### config.mk
export PLATFORM = sky130hd
export DESIGN_NAME = first_fit_block_allocator_top
export DESIGN_NICKNAME = d
export VERILOG_FILES = /design/src/hdl/ffba_pkg.sv /design/src/hdl/ffba_datapath.sv /design/src/hdl/ffba_ctrl.sv /design/src/hdl/first_fit_block_allocator_top.sv
export SDC_FILE = /design/constraint.sdc
export NUM_CORES = 1
export LEC_CHECK = 0
export CORE_MARGIN = 2
export CORE_UTILIZATION = 40
export CTS_CLUSTER_SIZE = 24
export DETAILED_ROUTE_END_ITERATION = 8
export DONT_BUFFER_PORTS = 1
export PLACE_DENSITY_LB_ADDON = 0.2
export SLEW_MARGIN = 20
export SYNTH_ARGS = -nofsm -noshare
export SYNTH_HDL_FRONTEND = slang
export SYNTH_SLANG_ARGS = --single-unit
### constraint.sdc
create_clock -name clk -period 4.4 [get_ports clk]
set_input_delay 0.44 -clock clk [delete_from_list [all_inputs] [get_ports clk]]
set_output_delay 0.44 -clock clk [all_outputs]
set_load 0.005 [all_outputs]
### src/hdl/ffba_pkg.sv
`timescale 1ns / 1ps
`default_nettype none

package ffba_pkg;

    localparam int DEF_NUM_BLOCKS = 256;

    localparam int KIND_W     = 2;
    localparam int BYTE_W     = 16;
    localparam int START_W    = 8;
    localparam int COUNT_W    = 9;
    localparam int STATUS_W   = 3;

    localparam int BLOCK_BYTES = 4;
    localparam int BLOCK_SHIFT = 2;
    localparam int ROUND_UP    = BLOCK_BYTES - 1;
    localparam int NEED_W      = BYTE_W + 1 - BLOCK_SHIFT;

    localparam logic [KIND_W-1:0] KIND_ALLOC = 2'd0;
    localparam logic [KIND_W-1:0] KIND_FREE  = 2'd1;
    localparam logic [KIND_W-1:0] KIND_CLEAR = 2'd2;

    typedef enum logic [STATUS_W-1:0] {
        STS_OK        = 3'd0,
        STS_TOO_LARGE = 3'd1,
        STS_NO_MEMORY = 3'd2,
        STS_NULL_FREE = 3'd3,
        STS_OOB       = 3'd4
    } status_t;

    typedef enum logic [1:0] {
        OP_RESULT,
        OP_SEARCH,
        OP_FREE,
        OP_CLEAR
    } op_t;

    typedef enum logic [2:0] {
        S_INIT,
        S_IDLE,
        S_DISPATCH,
        S_SCAN,
        S_FILL,
        S_RESP
    } state_t;

    typedef struct packed {
        logic load;
        logic scan_init;
        logic scan_run;
        logic mark_init;
        logic free_init;
        logic clear_init;
        logic fill_run;
        logic rsp_load;
    } cmd_t;

    typedef struct packed {
        op_t  op;
        logic found;
        logic fail;
        logic fill_done;
    } dp_status_t;

endpackage

`default_nettype wire

### src/hdl/ffba_datapath.sv
`timescale 1ns / 1ps
`default_nettype none

module ffba_datapath #(
    parameter int NUM_BLOCKS = ffba_pkg::DEF_NUM_BLOCKS
) (
    input  wire logic                           clk,
    input  wire logic                           rst_n,
    input  wire ffba_pkg::cmd_t                 cmd,
    output ffba_pkg::dp_status_t                dp_status,
    input  wire logic [ffba_pkg::KIND_W-1:0]    kind,
    input  wire logic [ffba_pkg::BYTE_W-1:0]    byte_count,
    input  wire logic                           block_valid,
    input  wire logic [ffba_pkg::START_W-1:0]   start_block,
    input  wire logic [ffba_pkg::COUNT_W-1:0]   block_count,
    output logic      [ffba_pkg::STATUS_W-1:0]  status,
    output logic      [ffba_pkg::START_W-1:0]   run_start,
    output logic      [ffba_pkg::COUNT_W-1:0]   run_length
);
    import ffba_pkg::*;

    localparam int IW    = $clog2(NUM_BLOCKS);
    localparam int CW    = $clog2(NUM_BLOCKS + 1);
    localparam int CMP_W = (CW > COUNT_W + 1) ? CW : COUNT_W + 1;

    // used-bit map
    logic mem [NUM_BLOCKS];
    logic rd_data_reg;

    // request decode
    logic [BYTE_W:0]   need_full;
    logic [NEED_W-1:0] need_in;
    logic [CMP_W-1:0]  free_end;
    op_t               op_in;
    status_t           sts_in;
    logic [COUNT_W-1:0] len_in;

    // working registers
    op_t                op_reg;
    status_t            work_status_reg;
    logic [START_W-1:0] work_start_reg;
    logic [COUNT_W-1:0] work_len_reg;
    logic [CW-1:0]      need_reg;
    logic [IW-1:0]      fstart_reg;
    logic [CW-1:0]      fcount_reg;

    // scan
    logic [CW-1:0] scan_addr_reg, scan_addr_next;
    logic          chk_valid_reg, chk_valid_next;
    logic [IW-1:0] chk_idx_reg, chk_idx_next;
    logic [CW-1:0] run_reg, run_next;
    logic          hit;
    logic [CW-1:0] first;

    // fill engine
    logic [IW-1:0] wr_ptr_reg, wr_ptr_next;
    logic [CW-1:0] wr_left_reg, wr_left_next;
    logic          wr_bit_reg, wr_bit_next;
    logic          wr_en;

    // response
    status_t            status_reg;
    logic [START_W-1:0] run_start_reg;
    logic [COUNT_W-1:0] run_length_reg;

    always_comb
    begin
        need_full = {1'b0, byte_count} + (BYTE_W + 1)'(ROUND_UP);
        need_in   = need_full[BYTE_W:BLOCK_SHIFT];
        free_end  = CMP_W'(start_block) + CMP_W'(block_count);
        op_in     = OP_RESULT;
        sts_in    = STS_OK;
        len_in    = '0;
        unique case (kind)
            KIND_ALLOC:
            begin
                if (need_in > NEED_W'(NUM_BLOCKS))
                begin
                    sts_in = STS_TOO_LARGE;
                end
                else if (need_in != '0)
                begin
                    op_in  = OP_SEARCH;
                    sts_in = STS_NO_MEMORY;
                    len_in = COUNT_W'(need_in);
                end
            end
            KIND_FREE:
            begin
                if (!block_valid)
                begin
                    sts_in = STS_NULL_FREE;
                end
                else if (free_end > CMP_W'(NUM_BLOCKS))
                begin
                    sts_in = STS_OOB;
                end
                else if (block_count != '0)
                begin
                    op_in = OP_FREE;
                end
            end
            KIND_CLEAR:
            begin
                op_in = OP_CLEAR;
            end
            default:
            begin
                op_in = OP_RESULT;
            end
        endcase
    end

    // scan: read issue stage, then check stage on the registered bit
    always_comb
    begin
        hit   = chk_valid_reg && !rd_data_reg && (CW'(run_reg + 1'b1) == need_reg);
        first = CW'(CW'(chk_idx_reg) + 1'b1 - need_reg);

        scan_addr_next = scan_addr_reg;
        chk_idx_next   = chk_idx_reg;
        chk_valid_next = 1'b0;
        run_next       = run_reg;
        if (cmd.scan_init)
        begin
            scan_addr_next = '0;
            run_next       = '0;
        end
        else if (cmd.scan_run)
        begin
            if (scan_addr_reg < CW'(NUM_BLOCKS))
            begin
                scan_addr_next = CW'(scan_addr_reg + 1'b1);
                chk_idx_next   = scan_addr_reg[IW-1:0];
                chk_valid_next = 1'b1;
            end
            if (chk_valid_reg)
            begin
                run_next = rd_data_reg ? '0 : CW'(run_reg + 1'b1);
            end
        end
    end

    always_comb
    begin
        wr_en        = cmd.fill_run && (wr_left_reg != '0);
        wr_ptr_next  = wr_ptr_reg;
        wr_left_next = wr_left_reg;
        wr_bit_next  = wr_bit_reg;
        priority if (cmd.clear_init)
        begin
            wr_ptr_next  = '0;
            wr_left_next = CW'(NUM_BLOCKS);
            wr_bit_next  = 1'b0;
        end
        else if (cmd.free_init)
        begin
            wr_ptr_next  = fstart_reg;
            wr_left_next = fcount_reg;
            wr_bit_next  = 1'b0;
        end
        else if (cmd.mark_init)
        begin
            wr_ptr_next  = first[IW-1:0];
            wr_left_next = need_reg;
            wr_bit_next  = 1'b1;
        end
        else if (wr_en)
        begin
            wr_ptr_next  = IW'(wr_ptr_reg + 1'b1);
            wr_left_next = CW'(wr_left_reg - 1'b1);
        end
    end

    always_ff @(posedge clk or negedge rst_n)
    begin
        if (!rst_n)
        begin
            scan_addr_reg <= '0;
            chk_valid_reg <= 1'b0;
            chk_idx_reg   <= '0;
            run_reg       <= '0;
            // reset starts a clearing pass over the whole map
            wr_ptr_reg    <= '0;
            wr_left_reg   <= CW'(NUM_BLOCKS);
            wr_bit_reg    <= 1'b0;
        end
        else
        begin
            scan_addr_reg <= scan_addr_next;
            chk_valid_reg <= chk_valid_next;
            chk_idx_reg   <= chk_idx_next;
            run_reg       <= run_next;
            wr_ptr_reg    <= wr_ptr_next;
            wr_left_reg   <= wr_left_next;
            wr_bit_reg    <= wr_bit_next;
        end
    end

    always_ff @(posedge clk)
    begin
        if (wr_en)
        begin
            mem[wr_ptr_reg] <= wr_bit_reg;
        end
        rd_data_reg <= mem[scan_addr_reg[IW-1:0]];
    end

    always_ff @(posedge clk)
    begin
        if (cmd.load)
        begin
            op_reg          <= op_in;
            work_status_reg <= sts_in;
            work_start_reg  <= '0;
            work_len_reg    <= len_in;
            need_reg        <= CW'(need_in);
            fstart_reg      <= IW'(start_block);
            fcount_reg      <= CW'(block_count);
        end
        else if (cmd.mark_init)
        begin
            work_status_reg <= STS_OK;
            work_start_reg  <= START_W'(first);
        end
        if (cmd.rsp_load)
        begin
            status_reg     <= work_status_reg;
            run_start_reg  <= work_start_reg;
            run_length_reg <= work_len_reg;
        end
    end

    assign dp_status.op        = op_reg;
    assign dp_status.found     = hit;
    assign dp_status.fail      = chk_valid_reg && !hit
                                 && (chk_idx_reg == IW'(NUM_BLOCKS - 1));
    assign dp_status.fill_done = (wr_left_reg == '0);

    assign status     = status_reg;
    assign run_start  = run_start_reg;
    assign run_length = run_length_reg;

endmodule

`default_nettype wire

### src/hdl/ffba_ctrl.sv
`timescale 1ns / 1ps
`default_nettype none

module ffba_ctrl (
    input  wire logic                  clk,
    input  wire logic                  rst_n,
    input  wire logic                  req_valid,
    output logic                       req_stall,
    output logic                       rsp_valid,
    input  wire logic                  rsp_stall,
    output ffba_pkg::cmd_t             cmd,
    input  wire ffba_pkg::dp_status_t  dp_status
);
    import ffba_pkg::*;

    state_t state_reg, state_next;
    logic   rsp_valid_reg, rsp_valid_next;

    always_ff @(posedge clk or negedge rst_n)
    begin
        if (!rst_n)
        begin
            state_reg     <= S_INIT;
            rsp_valid_reg <= 1'b0;
        end
        else
        begin
            state_reg     <= state_next;
            rsp_valid_reg <= rsp_valid_next;
        end
    end

    always_comb
    begin
        state_next     = state_reg;
        cmd            = '0;
        req_stall      = 1'b1;
        rsp_valid_next = rsp_valid_reg && rsp_stall;
        unique case (state_reg)
            S_INIT:
            begin
                cmd.fill_run = 1'b1;
                if (dp_status.fill_done)
                begin
                    state_next = S_IDLE;
                end
            end
            S_IDLE:
            begin
                req_stall = 1'b0;
                if (req_valid)
                begin
                    cmd.load   = 1'b1;
                    state_next = S_DISPATCH;
                end
            end
            S_DISPATCH:
            begin
                unique case (dp_status.op)
                    OP_RESULT:
                    begin
                        state_next = S_RESP;
                    end
                    OP_SEARCH:
                    begin
                        cmd.scan_init = 1'b1;
                        state_next    = S_SCAN;
                    end
                    OP_FREE:
                    begin
                        cmd.free_init = 1'b1;
                        state_next    = S_FILL;
                    end
                    OP_CLEAR:
                    begin
                        cmd.clear_init = 1'b1;
                        state_next     = S_FILL;
                    end
                endcase
            end
            S_SCAN:
            begin
                cmd.scan_run = 1'b1;
                if (dp_status.found)
                begin
                    cmd.mark_init = 1'b1;
                    state_next    = S_FILL;
                end
                else if (dp_status.fail)
                begin
                    state_next = S_RESP;
                end
            end
            S_FILL:
            begin
                cmd.fill_run = 1'b1;
                if (dp_status.fill_done)
                begin
                    state_next = S_RESP;
                end
            end
            S_RESP:
            begin
                // hold until the output register is free or being emptied
                if (!rsp_valid_reg || !rsp_stall)
                begin
                    cmd.rsp_load   = 1'b1;
                    rsp_valid_next = 1'b1;
                    state_next     = S_IDLE;
                end
            end
            default:
            begin
                state_next = S_IDLE;
            end
        endcase
    end

    assign rsp_valid = rsp_valid_reg;

`ifndef SYNTHESIS
    a_accept_dispatch: assert property (@(posedge clk) disable iff (!rst_n)
        (state_reg == S_IDLE && req_valid) |=> (state_reg == S_DISPATCH))
        else $error("accepted request did not move to dispatch");

    a_no_overwrite: assert property (@(posedge clk) disable iff (!rst_n)
        cmd.rsp_load |-> (!rsp_valid_reg || !rsp_stall))
        else $error("response register overwritten while stalled");

    a_found_fail_excl: assert property (@(posedge clk) disable iff (!rst_n)
        !(dp_status.found && dp_status.fail))
        else $error("scan reported both hit and miss");

    a_scan_single_exit: assert property (@(posedge clk) disable iff (!rst_n)
        (state_reg == S_SCAN && dp_status.found) |=> (state_reg == S_FILL && !req_stall == 1'b0))
        else $error("run found but marking did not start");
`endif

endmodule

`default_nettype wire

### src/hdl/first_fit_block_allocator_top.sv
`timescale 1ns / 1ps
`default_nettype none

// First-fit block allocator over a used-bit map of NUM_BLOCKS 4-byte blocks,
// held in a one-bit memory with one write and one registered read port.
// After reset the block sweeps the map clear, one block per cycle, and keeps
// req_stall high until the sweep is done. One request is handled at a time.
// An allocate scans the map one bit per cycle from block 0 and then marks the
// granted run one block per cycle; a free clears its run and a clear the whole
// map, while a request that is refused before touching the map or changes
// nothing goes on to its response without writing the map.
// A finished result sits in an output register, so the next request is taken
// while it waits on rsp_stall.
module first_fit_block_allocator_top #(
    parameter int NUM_BLOCKS = ffba_pkg::DEF_NUM_BLOCKS
) (
    input  wire logic                           clk,
    input  wire logic                           rst_n,
    input  wire logic                           req_valid,
    output logic                                req_stall,
    input  wire logic [ffba_pkg::KIND_W-1:0]    kind,
    input  wire logic [ffba_pkg::BYTE_W-1:0]    byte_count,
    input  wire logic                           block_valid,
    input  wire logic [ffba_pkg::START_W-1:0]   start_block,
    input  wire logic [ffba_pkg::COUNT_W-1:0]   block_count,
    output logic                                rsp_valid,
    input  wire logic                           rsp_stall,
    output logic      [ffba_pkg::STATUS_W-1:0]  status,
    output logic      [ffba_pkg::START_W-1:0]   run_start,
    output logic      [ffba_pkg::COUNT_W-1:0]   run_length
);
    import ffba_pkg::*;

    cmd_t       cmd;
    dp_status_t dp_status;

    ffba_ctrl u_ctrl (
        .clk       (clk),
        .rst_n     (rst_n),
        .req_valid (req_valid),
        .req_stall (req_stall),
        .rsp_valid (rsp_valid),
        .rsp_stall (rsp_stall),
        .cmd       (cmd),
        .dp_status (dp_status)
    );

    ffba_datapath #(
        .NUM_BLOCKS (NUM_BLOCKS)
    ) u_datapath (
        .clk         (clk),
        .rst_n       (rst_n),
        .cmd         (cmd),
        .dp_status   (dp_status),
        .kind        (kind),
        .byte_count  (byte_count),
        .block_valid (block_valid),
        .start_block (start_block),
        .block_count (block_count),
        .status      (status),
        .run_start   (run_start),
        .run_length  (run_length)
    );

endmodule

`default_nettype wire

==> flow_metrics.env, run 1 <==
export IMPL_syn_inst=1327
export IMPL_netlist_area_mm2=0.0170
export IMPL_gr_max_usage_layer="met2"
export IMPL_path_class="reg2reg"
export IMPL_clk_pin_slew_worst_paths_ns=0.06
export IMPL_grt_first_pass_wirelength_um=64500
export IMPL_tns_ns=0
export IMPL_critPathMaxFanout=16
export IMPL_max_clock_freq_mhz=328
export IMPL_cp_start_kind="flop"
export IMPL_routabilityCongestion=0.861
export IMPL_vdd_drop_max_mv=0.390
export IMPL_ant_nets=0
export IMPL_first_pass_iters=5
export IMPL_powerDensity_mw_per_mm2=538
export IMPL_drc=0
export IMPL_cpPeakStageDelay_ns=0.67
export IMPL_diodes=0
export IMPL_regArea_mm2=0.0109
export IMPL_maxSlewHeadroom_pct=21.6
export IMPL_wl_um=42000
export IMPL_worst_pin_slew_ns=1.17
export IMPL_core_mm2=0.0419
export IMPL_htreeDepth=2
export IMPL_yosysSeqAreaShare_pct=64.0
export IMPL_regMostFlops="u_datapath.mem"
export IMPL_hold_slack_ns=0.0557
export IMPL_grt_use_met2_pct=33.2
export IMPL_largest_reg_flops=256
export IMPL_period_share_pct=69.2
export IMPL_multi_input_area_mm2=0.00572
export IMPL_cts_sinks=374
export IMPL_yosys_register_bits=374
export IMPL_wire_per_inst_um=22.1
export IMPL_syn_nets=1397
export IMPL_crit_arrival_ns=3.26
export IMPL_grt_max_degree=119
export IMPL_path_buf_inv=1
export IMPL_synth_cell_types=71
export IMPL_fillers=3754
export IMPL_hold_path_class="in2reg"
export IMPL_required_ns=4.62
export IMPL_cap_violations=0
export IMPL_crit_chain="inv_1 > ha_1 > nor4b_2 > a311o_1 > nor3b_1 > nand2_1 > nor2_1"
export IMPL_pin_count=62
export IMPL_gr_total_overflow=0
export IMPL_hold_viol_final=0
export IMPL_fp_dieH_um=210
export IMPL_placementRows=75
export IMPL_synth_top_area_share_pct=55.7
export IMPL_die_w_um=210
export IMPL_crit_path_top_delay_cell="nor3b_1"
export IMPL_ys_warn_count=0
export IMPL_p_leak_nw=6.02
export IMPL_cts_tree="built"
export IMPL_use_met1_pct=25.2
export IMPL_placed_area_mm2=0.0176
export IMPL_tritoncts_num_buffers=41
export IMPL_fin_crit_ns=3.05
export IMPL_grt_pass1_vias=10800
export IMPL_grt_usage_pct=19.3
export IMPL_critical_path_top_delay_family="simple AND/OR/NAND/NOR gates"
export IMPL_setup_viol=0
export IMPL_final_common_cell="edfxtp_1"
export IMPL_async_flop_share_pct=13.1
export IMPL_syn_avg_cell_area_um2=12.8
export IMPL_drive_above_1_share_pct=11.7
export IMPL_vias_per_cell=5.60
export IMPL_final_cell_mix="316 x edfxtp_1, 293 x nor2_1, 106 x nand2_1, 58 x mux4_2, 45 x dfrtp_1"
export IMPL_antenna_found_initial=0
export IMPL_yosys_area_top_type="edfxtp_1"
export IMPL_clock_latency_ns=0.54
export IMPL_grt_util_met3_pct=3.46
export IMPL_drt_first_iter_violations=996
export IMPL_synthTopCellsByArea="edfxtp_1 56%, mux4_2 7.7%, dfrtp_1 7.1%, nor2_1 6.5%, nand2_1 2.3%"
export IMPL_start_util_pct=40.6
export IMPL_synth_ff_type="edfxtp_1"
export IMPL_synth_edf_count=316
export IMPL_port_buffers=0
export IMPL_place_hpwl_um=25900
export IMPL_num_vias=10600
export IMPL_slew_viol_final=0
export IMPL_rsz0062_at_grt="no"
export IMPL_finClkSkew_ns=0.0186
export IMPL_dieArea_mm2=0.0442
export IMPL_fin_area_mm2=0.0191
export IMPL_end_kind="flop"
export IMPL_area_growth_pct=12.4
export IMPL_clk_path_buf_depth=3
export IMPL_cts_root_buf="clkbuf_16"
export IMPL_outcome="completed"
export IMPL_nets=1402
[path summary, 6_finish.rpt]
check                                                                 start                                     to  slack (ns)  cells past startpoint
worst max register to register        u_datapath.wr_left_reg[0]$_DFFE_PN0P_          u_datapath.mem[110]$_DFFE_PP_        1.35                      7
min in group asynchronous                                             rst_n        u_ctrl.state_reg[1]$_DFFE_PN0P_        0.42                      2
worst max-delay path                  u_datapath.wr_left_reg[0]$_DFFE_PN0P_          u_datapath.mem[110]$_DFFE_PP_        1.35                      7
max in group asynchronous                                             rst_n  u_datapath.wr_left_reg[8]$_DFFE_PN1P_        3.68                      2
worst min register to register  u_datapath.work_status_reg[2]$_SDFFCE_PN0P_         u_datapath.status[2]$_DFFE_PP_        0.41                      0
worst min-delay path                                              rsp_stall             u_ctrl.rsp_valid$_DFF_PN0_        0.06                      2
[area by class of cell]
type | count | area share, %
clock inverter | 23 | 1.11
sequential | 374 | 57.0
timing repair buffer | 41 | 2.08
multi-input combinational | 848 | 29.9
inverter | 26 | 0.510
tap | 539 | 3.52
clock buffer | 51 | 5.89
[metal layers]
| metal | up-vias | wire length (um) |
|---|---|---|
| met4 | 0 | 913 |
| met1 | 5389 | 17900 |
| met2 | 299 | 20900 |
| met5 | - | 0 |
| met3 | 68 | 2390 |
| li1 | 4891 | - |
[timing repair]
| action | CTS | global route |
|---|---|---|
| buffers inserted | 0 | 0 |
| resized for setup | 0 | 0 |
| setup endpoints to repair | 0 | 0 |
| endpoints found under the hold margin | 66 | 0 |
| hold buffers | 19 | 0 |
[cells in the mapped netlist (all sizes together) (15+ instances only)]
| cell type | n |
|---|---|
| a21oi | 45 |
| a22oi | 15 |
| buf | 23 |
| clkbuf | 56 |
| dfrtp | 48 |
| edfxtp | 316 |
| ha | 28 |
| inv | 26 |
| mux2i | 15 |
| mux4 | 58 |
| nand2 | 106 |
| nand3 | 36 |
| nor2 | 294 |
| nor2b | 21 |
| nor3 | 18 |
| o21ai | 41 |
| xnor2 | 22 |
[cell families after synthesis]
family	after synthesis	share of synthesized area, %
AOI/OAI and AO/OA	179	6.93
buffers and inverters	105	2.56
xor gates and xnor gates	35	1.97
DFF	374	64.0
and+or+nand+nor	528	13.5
adders and majority gates	30	2.29
muxes	76	8.75
[where the power goes]
| part | leakage (nW) | switching [mW] | internal [mW] |
|---|---|---|---|
| registers | 3.29 | 0.313 | 4.10 |
| clock network | 0.656 | 1.39 | 2.05 |
| logic | 2.08 | 1.59 | 0.870 |
| total | 6.02 | 3.28 | 7.01 |
[per-stage QoR]
stage | power [mW] | setup WS [ns] | instances | utilization [%]
global placement | 6.89 | 1.35 | 1808 | 41.8
CTS | 10.4 | 1.34 | 1901 | 45.5
floorplan | 6.03 | 0.413 | 1327 | -
detailed placement | 6.92 | 1.36 | 1808 | 41.9
global route | 10.8 | 1.06 | 1902 | 45.6
finish | 10.3 | 1.35 | 1902 | 45.6
No activity file was read; power rests on OpenSTA's default activity.
==> run 2, diff against run 1 <==
==> constraint.sdc (replaced) <==
create_clock -name clk -period 2.85 [get_ports clk]
set_input_delay 0.285 -clock clk [delete_from_list [all_inputs] [get_ports clk]]
set_output_delay 0.285 -clock clk [all_outputs]
set_load 0.005 [all_outputs]
==> run 2 against run 1 <==
  * Via count grew 3.0%
  * Register-to-register slack lost 1.2 ns
  * Largest cell class unchanged
  * Clock-buffer cell count grew 4
  * The flow now finishes with violations (hold timing)
  * Cell area grew 2.3%
  * Sequential cell count is the same
  * Global-route usage grew 0.33 points
  * Non-clock buffer count grew 53
  * Sequential share of layout area shrank 1.3 points
  * Critical endpoint is now u_datapath.wr_ptr_reg[6]$_DFFE_PN0P_
==> flow_metrics.env, run 2 (same netlist as run 1, synthesis figures left out) <==
export IMPL_vias_per_cell=5.61
export IMPL_dieArea_mm2=0.0442
export IMPL_period_share_pct=95.0
export IMPL_maxSlewHeadroom_pct=37.8
export IMPL_grt_first_pass_wirelength_um=65700
export IMPL_gr_total_overflow=0
export IMPL_core_mm2=0.0419
export IMPL_hold_path_class="in2reg"
export IMPL_vdd_drop_max_mv=0.419
export IMPL_final_cell_mix="316 x edfxtp_1, 293 x nor2_1, 106 x nand2_1, 58 x mux4_2, 55 x buf_4"
export IMPL_cts_tree="built"
export IMPL_path_buf_inv=1
export IMPL_area_growth_pct=15.0
export IMPL_path_class="reg2reg"
export IMPL_first_pass_iters=5
export IMPL_largest_reg_flops=256
export IMPL_pre_cts_ws_ns=0.0557
export IMPL_regMostFlops="u_datapath.mem"
export IMPL_num_vias=11000
export IMPL_cpMostUsedCell="nor3_1"
export IMPL_critical_path_top_delay_family="simple AND/OR/NAND/NOR gates"
export IMPL_hold_viol_final=1
export IMPL_cpPeakStageDelay_ns=0.44
export IMPL_cap_violations=0
export IMPL_diodes=0
export IMPL_violations="hold timing"
export IMPL_routabilityCongestion=0.807
export IMPL_slew_viol_final=0
export IMPL_wl_um=42300
export IMPL_antenna_found_initial=0
export IMPL_final_common_cell="edfxtp_1"
export IMPL_total_power_mw=16.0
export IMPL_fin_crit_ns=2.71
export IMPL_end_kind="flop"
export IMPL_finClkSkew_ns=0.0202
export IMPL_max_clock_freq_mhz=369
export IMPL_nets=1455
export IMPL_ant_nets=0
export IMPL_crit_path_top_delay_cell="dfrtp_1"
export IMPL_fin_area_mm2=0.0196
export IMPL_place_hpwl_um=26100
export IMPL_wire_per_inst_um=21.6
export IMPL_start_util_pct=40.6
export IMPL_drive_above_1_share_pct=14.2
export IMPL_rsz0062_at_grt="yes"
export IMPL_cts_root_buf="clkbuf_16"
export IMPL_die_w_um=210
export IMPL_placementRows=75
export IMPL_grt_usage_pct=19.6
export IMPL_placed_area_mm2=0.0179
export IMPL_grt_pass1_vias=11200
export IMPL_cp_start_kind="flop"
export IMPL_drc=0
export IMPL_setup_viol=0
export IMPL_port_buffers=0
export IMPL_htreeDepth=2
export IMPL_fp_dieH_um=210
export IMPL_tritoncts_num_buffers=41
export IMPL_powerDensity_mw_per_mm2=816
export IMPL_hold_slack_ns=-0.00196
export IMPL_tns_ns=0
export IMPL_outcome="finished, violations left"
export IMPL_clk_path_buf_depth=3
export IMPL_critPathMaxFanout=17
export IMPL_layout_cells_non_filler=1956
export IMPL_drt_first_iter_violations=1009
export IMPL_dp_cells=1849
export IMPL_worst_pin_slew_ns=0.931
export IMPL_pin_count=62
export IMPL_crit_arrival_ns=3.14
export IMPL_grt_max_degree=97
export IMPL_p_leak_nw=6.26
export IMPL_clk_pin_slew_worst_paths_ns=0.06
export IMPL_clock_latency_ns=0.55
export IMPL_required_ns=3.28
export IMPL_cts_setup_buffers=0
export IMPL_setup_ws_ns=0.142
export IMPL_crit_chain="ha_1 > xor3_1 > nor4_2 > o221ai_2 > nor3_1 > nand2_1 > buf_4 > nor3_1 > a21oi_1"
export IMPL_cts_sinks=374
==> run 2: cell count changes in the layout (fill, tap and decap cells not counted), sizes merged <==
cell         delta
buf            +40
bufinv          -2
clkinv          -6
inv             +5
clkbuf          +4
dlygate4sd3    +13
==> run 2: layout make-up <==
cell class              count  area [um2]
flip-flops and latches    374       10900
clock inverters            20         185
multi-input cells         848        5720
inverters                  26        97.6
clock buffers              55        1110
fillers                  3787       22400
repair buffers             94         891
well taps                 539         674
==> run 2: worst reg2reg max path, cell delays in order, from the launching register on <==
cell      delay, ns
dfrtp_1        0.44
ha_1           0.26
xor3_1         0.37
nor4_2         0.37
o221ai_2       0.22
nor3_1         0.26
nand2_1        0.13
buf_4          0.22
nor3_1         0.27
a21oi_1        0.06
==> run 2: power breakdown <==
| part | internal (mW) | total (mW) | leakage (nW) | switching [mW] |
|---|---|---|---|---|
| combinational | 1.56 | 4.02 | 2.34 | 2.46 |
| clock | 2.95 | 5.14 | 0.635 | 2.19 |
| sequential | 6.32 | 6.82 | 3.29 | 0.498 |
==> run 2: routing by layer <==
| metal | global-route usage (%) | vias up | part of all wire, % |
|---|---|---|---|
| li1 | - | 5003 | - |
| met1 | 25.8 | 5590 | 43 |
| met2 | 33.4 | 297 | 49 |
| met3 | 3.74 | 74 | 5.5 |
| met4 | 5.38 | 0 | 2.3 |
| met5 | 0 | - | 0 |
==> run 2: timing repair <==
item                       4_1_cts  5_1_grt
setup endpoints to repair        0       45
hold buffers                    32        0
hold endpoints to repair        77        0
resized for setup                0        2
==> run 2: metrics by stage <==
stage	util, %	hold slack [ns]
floorplan	-	-0.0106
global placement	42.8	-0.00716
detailed placement	42.8	-0.00748
CTS	46.6	0.00911
global route	46.7	0.00483
finish	46.7	-0.00196
==> run 2: final timing paths <==
kind / slack, ns / cells after the start / from / end
worst max register to register: 0.14 / 9 / u_datapath.run_reg[0]$_DFFE_PN0P_ / u_datapath.wr_ptr_reg[6]$_DFFE_PN0P_
max in group asynchronous: 2.30 / 2 / rst_n / u_datapath.wr_left_reg[8]$_DFFE_PN1P_
min in group asynchronous: 0.27 / 2 / rst_n / u_datapath.run_reg[1]$_DFFE_PN0P_
worst min register to register: 0.42 / 0 / u_datapath.work_len_reg[8]$_SDFFCE_PN0P_ / u_datapath.run_length[8]$_DFFE_PP_
worst max-delay path: 0.14 / 9 / u_datapath.run_reg[0]$_DFFE_PN0P_ / u_datapath.wr_ptr_reg[6]$_DFFE_PN0P_
worst min-delay path: -0.002 / 2 / kind[1] / u_datapath.op_reg[0]$_DFFE_PP_
==> run 3, diff against run 2 <==
--- a/config.mk
+++ b/config.mk
@@ -5,6 +5,7 @@
 export SDC_FILE = /design/constraint.sdc
 export NUM_CORES = 1
 export LEC_CHECK = 0
+export CORE_ASPECT_RATIO = 1.75
 export CORE_MARGIN = 2
 export CORE_UTILIZATION = 40
 export CTS_CLUSTER_SIZE = 24
==> run 3 against run 2 <==
  * Clock-buffer cell count fell by 9
  * The flow now finishes without violations
  * Clock skew is 0.0066 ns lower
  * Critical path depth fell by 1
  * Maximum frequency is 3.3% higher
==> flow_metrics.env, run 3 (same netlist as run 1, synthesis figures left out) <==
export IMPL_cp_start_kind="flop"
export IMPL_regMostFlops="u_datapath.mem"
export IMPL_drc=0
export IMPL_end_kind="flop"
export IMPL_die_w_um=160
export IMPL_drt_first_iter_violations=734
export IMPL_fin_crit_ns=2.62
export IMPL_final_common_cell="edfxtp_1"
export IMPL_dieArea_mm2=0.0443
export IMPL_crit_chain="ha_2 > xor3_1 > nor4_1 > o221ai_1 > nor4_4 > buf_12 > nor2_2 > a221o_1"
export IMPL_cts_sinks=374
export IMPL_num_vias=11000
export IMPL_worst_pin_slew_ns=0.805
export IMPL_slew_viol_final=0
export IMPL_vdd_drop_max_mv=0.505
export IMPL_first_pass_iters=5
export IMPL_grt_first_pass_wirelength_um=68800
export IMPL_hold_path_startpoint="kind[1]"
export IMPL_area_growth_pct=15.2
export IMPL_clk_pin_slew_worst_paths_ns=0.07
export IMPL_critical_path_top_delay_family="simple AND/OR/NAND/NOR gates"
export IMPL_p_leak_nw=6.27
export IMPL_r2r_start="u_datapath.run_reg[0]$_DFFE_PN0P_"
export IMPL_hold_path_depth=2
export IMPL_wl_um=46000
export IMPL_total_power_mw=15.9
export IMPL_hold_path_class="in2reg"
export IMPL_diodes=0
export IMPL_r2r_slack_ns=0.23
export IMPL_setup_viol=0
export IMPL_routabilityCongestion=0.897
export IMPL_grt_max_degree=97
export IMPL_fin_util_pct=46.4
export IMPL_period_share_pct=92.0
export IMPL_outcome="completed"
export IMPL_final_cell_mix="316 x edfxtp_1, 293 x nor2_1, 106 x nand2_1, 64 x buf_4, 58 x mux4_2"
export IMPL_grt_pass1_vias=11500
export IMPL_worstHoldEndpoint="u_datapath.op_reg[0]$_DFFE_PP_"
export IMPL_nets=1463
export IMPL_crit_arrival_ns=3.04
export IMPL_pin_count=62
export IMPL_largest_reg_flops=256
export IMPL_cts_tree="built"
export IMPL_core_mm2=0.0423
export IMPL_port_buffers=0
export IMPL_required_ns=3.26
export IMPL_clock_latency_ns=0.53
export IMPL_antenna_found_initial=0
export IMPL_reg2reg_depth=8
export IMPL_vias_per_cell=5.54
export IMPL_tritoncts_num_buffers=35
export IMPL_grt_usage_pct=20.8
export IMPL_clk_path_buf_depth=3
export IMPL_path_class="reg2reg"
export IMPL_cts_root_buf="clkbuf_16"
export IMPL_max_clock_freq_mhz=381
export IMPL_ant_nets=0
export IMPL_finClkSkew_ns=0.0136
export IMPL_start_util_pct=40.3
export IMPL_rsz0062_at_grt="no"
export IMPL_cpPeakStageDelay_ns=0.44
export IMPL_fp_dieH_um=277
export IMPL_hold_viol_final=0
export IMPL_drive_above_1_share_pct=14.3
export IMPL_placementRows=100
export IMPL_wire_per_inst_um=23.3
export IMPL_cap_violations=0
export IMPL_place_hpwl_um=30700
export IMPL_r2r_end="u_datapath.wr_ptr_reg[0]$_DFFE_PN0P_"
export IMPL_critPathMaxFanout=26
export IMPL_powerDensity_mw_per_mm2=811
export IMPL_htreeDepth=2
export IMPL_crit_path_top_delay_cell="dfrtp_1"
export IMPL_cts_setup_buffers=0
export IMPL_path_buf_inv=1
export IMPL_gr_total_overflow=0
export IMPL_maxSlewHeadroom_pct=46.4
run 3: how the worst max path moves through the flow:
stage                                                       end  slack (ns)  cells past startpoint                             startpoint
floorplan           u_datapath.work_status_reg[0]$_SDFFCE_PN0P_        0.29                      8      u_datapath.run_reg[0]$_DFFE_PN0P_
global placement                   u_datapath.mem[93]$_DFFE_PP_      -0.008                      8  u_datapath.wr_left_reg[0]$_DFFE_PN0P_
detailed placement                 u_datapath.mem[86]$_DFFE_PP_       -0.04                      8  u_datapath.wr_left_reg[0]$_DFFE_PN0P_
CTS                        u_datapath.wr_ptr_reg[0]$_DFFE_PN0P_        0.10                      8      u_datapath.run_reg[0]$_DFFE_PN0P_
global route        u_datapath.work_status_reg[2]$_SDFFCE_PN0P_        0.04                      7      u_datapath.run_reg[0]$_DFFE_PN0P_
finish                     u_datapath.wr_ptr_reg[0]$_DFFE_PN0P_        0.23                      8      u_datapath.run_reg[0]$_DFFE_PN0P_
run 3: what timing repair did:
| item | 4_1_cts | 5_1_grt |
|---|---|---|
| resized for setup | 2 | 1 |
| hold buffers | 31 | 0 |
| endpoints found under the hold margin | 78 | 0 |
| endpoints found under the setup margin | 61 | 12 |
run 3: final cells by class:
cell class / instances / area, um2
multi-input combinational: 848 / 5720
clock inverter: 13 / 168
fill: 3962 / 22700
sequential: 374 / 10900
timing repair buffer: 108 / 1070
inverter: 26 / 97.6
clock buffer: 46 / 960
tap: 561 / 702
run 3: report_power, final:
part	internal [mW]	leakage, nW	switching (mW)
combinational	1.71	2.44	2.65
clock	2.73	0.538	2.02
sequential	6.32	3.29	0.478
run 3: per-stage QoR:
step	instance area (um2)	TNS [ns]	setup WS, ns	instances	hold slack, ns
2_1_floorplan	17000	0	0.289	1327	-0.0106
3_3_place_gp	18100	-0.0888	-0.00839	1886	-0.00624
3_5_place_dp	18100	-0.463	-0.0430	1886	-0.00635
4_1_cts	19600	0	0.101	1976	0.00284
5_1_grt	19600	0	0.0398	1976	0.0195
6_report	19600	0	0.228	1976	0.0194
run 3: worst register-to-register path, stage by stage, from the launching register on:
cell,delay [ns]
dfrtp_1,0.44
ha_2,0.27
xor3_1,0.37
nor4_1,0.29
o221ai_1,0.26
nor4_4,0.28
buf_12,0.21
nor2_2,0.10
a221o_1,0.29
run 3: per-layer routing:
layer	GRT usage [%]	routed length, um	up-vias
met1	21.1	15700	5560
met5	0	0	-
li1	-	-	5002
met4	10.3	2400	0
met2	41.2	26100	292
met3	2.35	1760	102
